### src/sv/ddo_pkg.sv
// ddo_pkg: shared constants, arctangent table and controller/datapath
// command and status types for the differential-drive odometry block
// no dependencies
`timescale 1ns / 1ps

package ddo_pkg;

  // default build settings
  localparam int CORDIC_STEPS_DEF = 16;
  localparam int ANGLE_BITS_DEF   = 16;
  localparam int TABLE_LEN        = 24;

  // register reset value and cordic gain compensation (Q2.30)
  localparam logic [17:0] TURN_GAIN_RST = 18'd65124;
  localparam logic [31:0] CORDIC_K_Q30  = 32'd652032874;

  // arctangent of 2^-i, 2^32 units per turn
  localparam logic [31:0] ATAN_TURN_Q32 [TABLE_LEN] = '{
    32'd536870912, 32'd316933406, 32'd167458907, 32'd85004756,
    32'd42667331,  32'd21354465,  32'd10679838,  32'd5340245,
    32'd2670163,   32'd1335087,   32'd667544,    32'd333772,
    32'd166886,    32'd83443,     32'd41722,     32'd20861,
    32'd10430,     32'd5215,      32'd2608,      32'd1304,
    32'd652,       32'd326,       32'd163,       32'd81
  };

  // table entry rounded to abits bits per turn
  function automatic logic [31:0] atan_step(input logic [4:0] idx, input int abits);
    logic [63:0] v;
    logic [63:0] s;
    v = {32'd0, ATAN_TURN_Q32[idx]} + (64'd1 << (31 - abits));
    s = v >> (32 - abits);
    return s[31:0];
  endfunction

  // controller to datapath commands
  typedef struct packed {
    logic load_in;
    logic mul;
    logic angle;
    logic rot;
    logic proj_x;
    logic proj_y;
    logic commit;
  } ddo_cmd_t;

  // datapath to controller status
  typedef struct packed {
    logic rot_last;
  } ddo_sts_t;

endpackage

### src/sv/ddo_ctrl.sv
// ddo_ctrl: sequencer for one odometry update and the output handshake
// depends on ddo_pkg (command and status types)
`timescale 1ns / 1ps

module ddo_ctrl (
  input  logic              clk,
  input  logic              rst_n,
  input  logic              in_valid,
  output logic              in_ready,
  output logic              out_valid,
  input  logic              out_ready,
  input  ddo_pkg::ddo_sts_t sts,
  output ddo_pkg::ddo_cmd_t cmd
);

  typedef enum logic [6:0] {
    S_IDLE   = 7'b0000001,
    S_MUL    = 7'b0000010,
    S_ANGLE  = 7'b0000100,
    S_ROT    = 7'b0001000,
    S_PROJX  = 7'b0010000,
    S_PROJY  = 7'b0100000,
    S_COMMIT = 7'b1000000
  } ddo_state_t;

  ddo_state_t state_r, state_nxt;
  logic       out_valid_r, out_valid_nxt;
  logic       slot_free;

  // result slot can take a new word when empty or being drained
  assign slot_free = !out_valid_r || out_ready;
  assign in_ready  = (state_r == S_IDLE);
  assign out_valid = out_valid_r;

  // next state
  always_comb begin
    state_nxt = state_r;
    unique case (state_r)
      S_IDLE:   if (in_valid) state_nxt = S_MUL;
      S_MUL:    state_nxt = S_ANGLE;
      S_ANGLE:  state_nxt = S_ROT;
      S_ROT:    if (sts.rot_last) state_nxt = S_PROJX;
      S_PROJX:  state_nxt = S_PROJY;
      S_PROJY:  state_nxt = S_COMMIT;
      S_COMMIT: if (slot_free) state_nxt = S_IDLE;
      default:  state_nxt = S_IDLE;
    endcase
  end

  // datapath commands
  always_comb begin
    cmd         = '0;
    cmd.load_in = (state_r == S_IDLE) && in_valid;
    cmd.mul     = (state_r == S_MUL);
    cmd.angle   = (state_r == S_ANGLE);
    cmd.rot     = (state_r == S_ROT);
    cmd.proj_x  = (state_r == S_PROJX);
    cmd.proj_y  = (state_r == S_PROJY);
    cmd.commit  = (state_r == S_COMMIT) && slot_free;
  end

  // output valid flag
  always_comb begin
    out_valid_nxt = out_valid_r;
    if (cmd.commit) begin
      out_valid_nxt = 1'b1;
    end else if (out_ready) begin
      out_valid_nxt = 1'b0;
    end
  end

  always_ff @(posedge clk) begin
    if (!rst_n) begin
      state_r     <= S_IDLE;
      out_valid_r <= 1'b0;
    end else begin
      state_r     <= state_nxt;
      out_valid_r <= out_valid_nxt;
    end
  end

endmodule

### src/sv/ddo_dpath.sv
// ddo_dpath: heading math, iterative cordic, projection multiplier and
// saturating pose accumulators; depends on ddo_pkg
`timescale 1ns / 1ps

module ddo_dpath #(
  parameter int CORDIC_STEPS = ddo_pkg::CORDIC_STEPS_DEF,
  parameter int ANGLE_BITS   = ddo_pkg::ANGLE_BITS_DEF
) (
  input  logic               clk,
  input  logic               rst_n,
  input  logic               cfg_write_en,
  input  logic [17:0]        cfg_write_data,
  input  logic signed [15:0] in_left_distance,
  input  logic signed [15:0] in_right_distance,
  input  ddo_pkg::ddo_cmd_t  cmd,
  output ddo_pkg::ddo_sts_t  sts,
  output logic signed [31:0] out_position_x,
  output logic signed [31:0] out_position_y,
  output logic [15:0]        out_heading_angle
);

  localparam int ZW = ANGLE_BITS + 2;
  localparam int XW = 34;
  localparam int SW = $clog2(CORDIC_STEPS);
  localparam int PW = 51;

  logic [17:0]          turn_gain_r;
  logic signed [16:0]   diff_r, sum_r;
  logic signed [35:0]   prod_r;
  logic [15:0]          change_r;
  logic                 flip_r;
  logic signed [ZW-1:0] z_r;
  logic signed [XW-1:0] x_r, y_r;
  logic [SW-1:0]        step_r;
  logic signed [PW-1:0] pp_r;
  logic signed [19:0]   dx_r;
  logic signed [31:0]   pose_x_r, pose_y_r;
  logic [15:0]          heading_r;

  // turn gain register
  always_ff @(posedge clk) begin
    if (!rst_n) begin
      turn_gain_r <= ddo_pkg::TURN_GAIN_RST;
    end else if (cfg_write_en) begin
      turn_gain_r <= cfg_write_data;
    end
  end

  // wheel difference times gain, rounded heading change
  logic signed [18:0] gain_s;
  logic signed [35:0] prod_nxt;
  logic signed [35:0] prod_rnd;
  logic [15:0]        change_nxt;
  assign gain_s     = $signed({1'b0, turn_gain_r});
  assign prod_nxt   = diff_r * gain_s;
  assign prod_rnd   = prod_r + 36'sd32768;
  assign change_nxt = prod_rnd[31:16];

  // midpoint heading, folded into a quarter turn either side of zero
  logic signed [15:0] w_half;
  logic [15:0]        mid;
  logic signed [15:0] sa_raw, sa;
  logic               flip_nxt;
  logic signed [31:0] sa_w;
  logic signed [ZW-1:0] z_init;
  assign w_half   = $signed(change_nxt) >>> 1;
  assign mid      = heading_r + w_half;
  assign sa_raw   = $signed(mid);
  assign flip_nxt = (sa_raw > 16'sd16384) || (sa_raw < -16'sd16384);
  assign sa       = flip_nxt ? $signed({~mid[15], mid[14:0]}) : sa_raw;
  assign sa_w     = 32'(sa);

  // angle scaled to ANGLE_BITS per turn
  generate
    if (ANGLE_BITS >= 16) begin : g_up
      assign z_init = ZW'(sa_w <<< (ANGLE_BITS - 16));
    end else begin : g_dn
      assign z_init = ZW'(sa_w >>> (16 - ANGLE_BITS));
    end
  endgenerate

  // one rotation step per cycle
  logic [31:0]          t_full;
  logic signed [ZW-1:0] t_z;
  logic signed [XW-1:0] xs, ys;
  assign t_full   = ddo_pkg::atan_step(5'(step_r), ANGLE_BITS);
  assign t_z      = $signed(ZW'(t_full));
  assign xs       = x_r >>> step_r;
  assign ys       = y_r >>> step_r;
  assign sts.rot_last = (step_r == SW'(CORDIC_STEPS - 1));

  // projection of the mean travel onto cosine and sine
  logic signed [XW-1:0] cs_sel, cs_fix;
  logic signed [PW-1:0] pp_nxt, pp_rnd;
  logic signed [19:0]   d_cur;
  assign cs_sel = cmd.proj_x ? x_r : y_r;
  assign cs_fix = flip_r ? -cs_sel : cs_sel;
  assign pp_nxt = sum_r * cs_fix;
  assign pp_rnd = pp_r + 51'sd1073741824;
  assign d_cur  = 20'(pp_rnd >>> 31);

  // saturating pose add
  logic signed [32:0] sx, sy;
  logic signed [31:0] nx, ny;
  assign sx = 33'(pose_x_r) + 33'(dx_r);
  assign sy = 33'(pose_y_r) + 33'(d_cur);
  always_comb begin
    nx = sx[31:0];
    ny = sy[31:0];
    if (sx[32] != sx[31]) nx = sx[32] ? 32'sh8000_0000 : 32'sh7FFF_FFFF;
    if (sy[32] != sy[31]) ny = sy[32] ? 32'sh8000_0000 : 32'sh7FFF_FFFF;
  end

  // working registers
  always_ff @(posedge clk) begin
    if (cmd.load_in) begin
      diff_r <= 17'(in_right_distance) - 17'(in_left_distance);
      sum_r  <= 17'(in_right_distance) + 17'(in_left_distance);
    end
    if (cmd.mul) begin
      prod_r <= prod_nxt;
    end
    if (cmd.angle) begin
      change_r <= change_nxt;
      flip_r   <= flip_nxt;
      z_r      <= z_init;
      x_r      <= XW'(ddo_pkg::CORDIC_K_Q30);
      y_r      <= '0;
      step_r   <= '0;
    end
    if (cmd.rot) begin
      if (z_r >= 0) begin
        x_r <= x_r - ys;
        y_r <= y_r + xs;
        z_r <= z_r - t_z;
      end else begin
        x_r <= x_r + ys;
        y_r <= y_r - xs;
        z_r <= z_r + t_z;
      end
      step_r <= step_r + SW'(1);
    end
    if (cmd.proj_x || cmd.proj_y) begin
      pp_r <= pp_nxt;
    end
    if (cmd.proj_y) begin
      dx_r <= d_cur;
    end
  end

  // pose state, also the result word
  always_ff @(posedge clk) begin
    if (!rst_n) begin
      pose_x_r  <= '0;
      pose_y_r  <= '0;
      heading_r <= '0;
    end else if (cmd.commit) begin
      pose_x_r  <= nx;
      pose_y_r  <= ny;
      heading_r <= heading_r + change_r;
    end
  end

  assign out_position_x    = pose_x_r;
  assign out_position_y    = pose_y_r;
  assign out_heading_angle = heading_r;

endmodule

### src/sv/differential_drive_odometry.sv
// differential_drive_odometry: top level of the dead-reckoning pose tracker
// depends on ddo_pkg, ddo_ctrl and ddo_dpath
//
// Usage:
//   Input channel (in_valid/in_ready) takes one word of signed left and
//   right wheel travel in 1/256 cm. Each word yields exactly one result
//   word on the output channel (out_valid/out_ready): the new x and y
//   position (saturating, 1/256 cm) and the heading as a binary angle.
//   cfg_write_en/cfg_write_data load the Q2.16 turn gain; write it only
//   while no word is in flight.
//   After input acceptance each word passes through the gain multiply,
//   the angle setup, CORDIC_STEPS rotation steps of the iterative cordic
//   (one step per cycle), two projection multiplies and the commit, which
//   raises out_valid. One word is processed at a time: in_ready is high
//   while the sequencer is idle, so a new word is taken only after the
//   previous one has been committed.
//   Reset clears the pose and heading to zero and restores the turn gain
//   to 65124. If the receiver stalls, the result word is held and the next
//   input word is still accepted and processed; its pose update waits until
//   the held word is taken.
`timescale 1ns / 1ps

module differential_drive_odometry #(
  parameter int CORDIC_STEPS = ddo_pkg::CORDIC_STEPS_DEF,
  parameter int ANGLE_BITS   = ddo_pkg::ANGLE_BITS_DEF
) (
  input  logic               clk,
  input  logic               rst_n,
  input  logic               cfg_write_en,
  input  logic [17:0]        cfg_write_data,
  input  logic               in_valid,
  output logic               in_ready,
  input  logic signed [15:0] in_left_distance,
  input  logic signed [15:0] in_right_distance,
  output logic               out_valid,
  input  logic               out_ready,
  output logic signed [31:0] out_position_x,
  output logic signed [31:0] out_position_y,
  output logic [15:0]        out_heading_angle
);

  ddo_pkg::ddo_cmd_t cmd;
  ddo_pkg::ddo_sts_t sts;

  // sequencer
  ddo_ctrl u_ctrl (
    .clk       (clk),
    .rst_n     (rst_n),
    .in_valid  (in_valid),
    .in_ready  (in_ready),
    .out_valid (out_valid),
    .out_ready (out_ready),
    .sts       (sts),
    .cmd       (cmd)
  );

  // arithmetic and pose state
  ddo_dpath #(
    .CORDIC_STEPS (CORDIC_STEPS),
    .ANGLE_BITS   (ANGLE_BITS)
  ) u_dpath (
    .clk               (clk),
    .rst_n             (rst_n),
    .cfg_write_en      (cfg_write_en),
    .cfg_write_data    (cfg_write_data),
    .in_left_distance  (in_left_distance),
    .in_right_distance (in_right_distance),
    .cmd               (cmd),
    .sts               (sts),
    .out_position_x    (out_position_x),
    .out_position_y    (out_position_y),
    .out_heading_angle (out_heading_angle)
  );

endmodule

### config.mk
export PLATFORM = sky130hd
export DESIGN_NAME = differential_drive_odometry
export DESIGN_NICKNAME = d
export VERILOG_FILES = /design/src/sv/ddo_pkg.sv /design/src/sv/ddo_ctrl.sv /design/src/sv/ddo_dpath.sv /design/src/sv/differential_drive_odometry.sv
export SDC_FILE = /design/constraint.sdc
export NUM_CORES = 2
export LEC_CHECK = 0
export BUFFER_PORTS_ARGS = -buffer_cell sky130_fd_sc_hd__buf_2
export CAP_MARGIN = 20
export CORE_UTILIZATION = 40
export CTS_BUF_LIST = sky130_fd_sc_hd__clkbuf_8 sky130_fd_sc_hd__clkbuf_16
export DETAILED_ROUTE_END_ITERATION = 7
export PLACE_DENSITY = 0.54
export SLEW_MARGIN = 20
export SYNTH_ARGS = -nofsm -noshare
export SYNTH_HDL_FRONTEND = slang
export SYNTH_SLANG_ARGS = --single-unit
### constraint.sdc
create_clock -name clk -period 8.5 [get_ports clk]
set_clock_uncertainty 0.05 [all_clocks]
set_input_delay 0.85 -clock clk [delete_from_list [all_inputs] [get_ports clk]]
set_output_delay 0.85 -clock clk [all_outputs]
set_load 0.005 [all_outputs]
==> out/results.ini <==
[place]
dp_hpwl_um=134000
gp_congestion=0.959
io_buffers=136

[setup_path]
cp_num_buf_inv=11
cp_top_family=adder cells
crit_path_start_kind=register
critPathArrivalTime_ns=8.93
cpPeakStageDelay_ns=0.61
crit_path_max_fanout=8
worst_path_max_delay_cell=or4b_4
endpoint_kind=register
crit_required_ns=8.81
critPathKind=reg2reg

[logic_synthesis]
ys_ff_latch=304
netlist.area_leader.share=0.282
syn_area_um2=56500
syn_area_per_cell_um2=8.94
synth_top_area_cell=fa_1
yosys_warnings=0
ys_seq_area_frac=0.143
synth_nets=7609
synth-async-reset-ratio=0
ys.flop_type=edfxtp_1
synth_area_leaders=fa_1 28%, edfxtp_1 11%, ha_1 9.7%
netlist_instances=6320
synth.distinct_cells=99
synth_edf_count=198

[finish]
final_common_cell=inv_1
drive_above_1_share=0.145
area_growth_pct=12.9
nNetsFinal=7911
diodes=0
final_cell_mix=912 x inv_1, 783 x nand2_1, 772 x fa_1

[grt]
overflow=0
grt_use_total=0.239
grt_pass1_vias=46600
antenna_found_initial=4
grt_pass1_wl_um=268000
grt_max_degree=83

[cts]
clock_path_buffers=3
clk_pin_slew_ns=0.06
numCtsBuffers=41
cts_tree=built
cts_hold_buf=0
h-tree-depth=2
clock-root-buffer=clkbuf_16
cts.sink_count=304
worstSkewPairLatency_ns=0.64

[sta]
rsz0062_at_grt=yes
timing.final.crit_share=1.01
setup_slack_ns=-0.120
max_slew_margin=0.273
timing.final.hold_violations=0
layout_min_cycle_time_ns=8.62
worst_pin_slew_ns=1.09
setup-tns-final_ns=-0.936
max_freq_mhz=116
drv_slew=0
setup_violations=14

[run]
drv_cap=0

[floorplan]
num_rows=137
core_area_um2=140000
chipHeight_um=378
initial_core_util=0.404
die-area_um2=143000
die_x_um=378
ios=137

[drt]
routed_wl_um=170000
drc_errors=0
viasPerCell=5.36
num_vias=45700
routedWlPerCell_um=19.9
ant_nets=0
first_pass_iters=8
dr.first_iter.drc_count=3021

[status]
outcome=finished with violations
violations=negative setup slack

[worst_hold_path]
min_path_type=in2reg

-- stage by stage --
stage | hold slack, ns | utilization | setup WS [ns] | instances | instance area [µm²]
floorplan | 0.431 | - | -0.00749 | 6320 | 56600
global placement | 0.447 | 0.439 | -0.822 | 8420 | 61400
detailed placement | 0.452 | 0.439 | -0.957 | 8421 | 61400
CTS | 0.354 | 0.453 | -0.371 | 8518 | 63300
global route | 0.388 | 0.456 | -0.408 | 8531 | 63800
finish | 0.399 | 0.456 | -0.120 | 8531 | 63800
-- registers in the layout, summed over array words and instances (netlist names), 16 cells and up --
name and count:
u_dpath.sum_r 17, u_dpath.out_heading_angle 16, u_dpath.x_r 34, u_dpath.change_r 16, u_dpath.pp_r 21, u_dpath.prod_r 17
u_dpath.out_position_x 32, u_dpath.dx_r 20, u_dpath.diff_r 16, u_dpath.out_position_y 32, u_dpath.turn_gain_r 18, u_dpath.z_r 18
u_dpath.y_r 34
-- path summary, 6_finish.rpt --
kind	from	end	slack (ns)	depth (start not counted)
setup reg to reg	u_ctrl.state_r[6]	u_dpath.pp_r[50]	-0.12	36
hold reg to reg	u_dpath.out_heading_angle[14]	u_dpath.out_heading_angle[14]	0.46	2
hold / removal	cfg_write_data[13]	u_dpath.turn_gain_r[13]	0.40	3
setup / recovery	u_ctrl.state_r[6]	u_dpath.pp_r[50]	-0.12	36
-- metal layers --
layer  up-vias  wire [µm]  GRT usage  part of all wire
met3       198       9860     0.0271             0.058
met2      1240      77400      0.386              0.46
li1      21300          -          -                 -
met5         -          0          0                 0
met4         0       4240     0.0604             0.025
met1     23000      78000      0.339              0.46
-- cells by family after synthesis --
group / after synthesis / synth area share
adder cells (fa/ha/maj): 1240 / 0.380
buffers and inverters: 1235 / 0.0846
XOR/XNOR: 364 / 0.0564
multiplexers: 204 / 0.0562
flip-flops: 304 / 0.143
AO/OA/AOI/OAI: 1030 / 0.114
AND/OR/NAND/NOR: 1943 / 0.166
-- Yosys cell counts, types with 38 or more instances --
cell type / count
nor3_1: 68
xnor2_1: 218
nand2b_1: 67
fa_1: 796
nor2b_1: 44
xor2_1: 146
clkbuf_1: 234
mux4_2: 72
edfxtp_1: 198
mux2i_1: 87
nor2_1: 299
and2_1: 384
nand2_1: 796
dfxtp_1: 106
nand3_1: 97
a21o_1: 96
o21ai_0: 261
a21oi_1: 332
inv_1: 928
ha_1: 438
and3_1: 38
-- final cells by class --
type	count	area (µm²)
well taps	1876	2350
fillers	13700	76000
repair buffers	563	4130
clock buffers	45	1090
clock inverters	31	295
multi-input cells	4781	44400
inverters	931	3490
flip-flops and latches	304	8070
-- worst min-delay path, cell delays in order --
cell and delay [ns]:
buf_2 0.07, mux2i_1 0.05, nand2_1 0.06
-- what timing repair did --
action                     4_1_cts  5_1_grt
buffers inserted                22       15
resized for setup               97      112
cloned                           1        0
pin swaps                       64      118
setup endpoints to repair       21       20
Power is not shown: default switching activity piles up to over one toggle a cycle in this logic, so the estimate is an artifact.
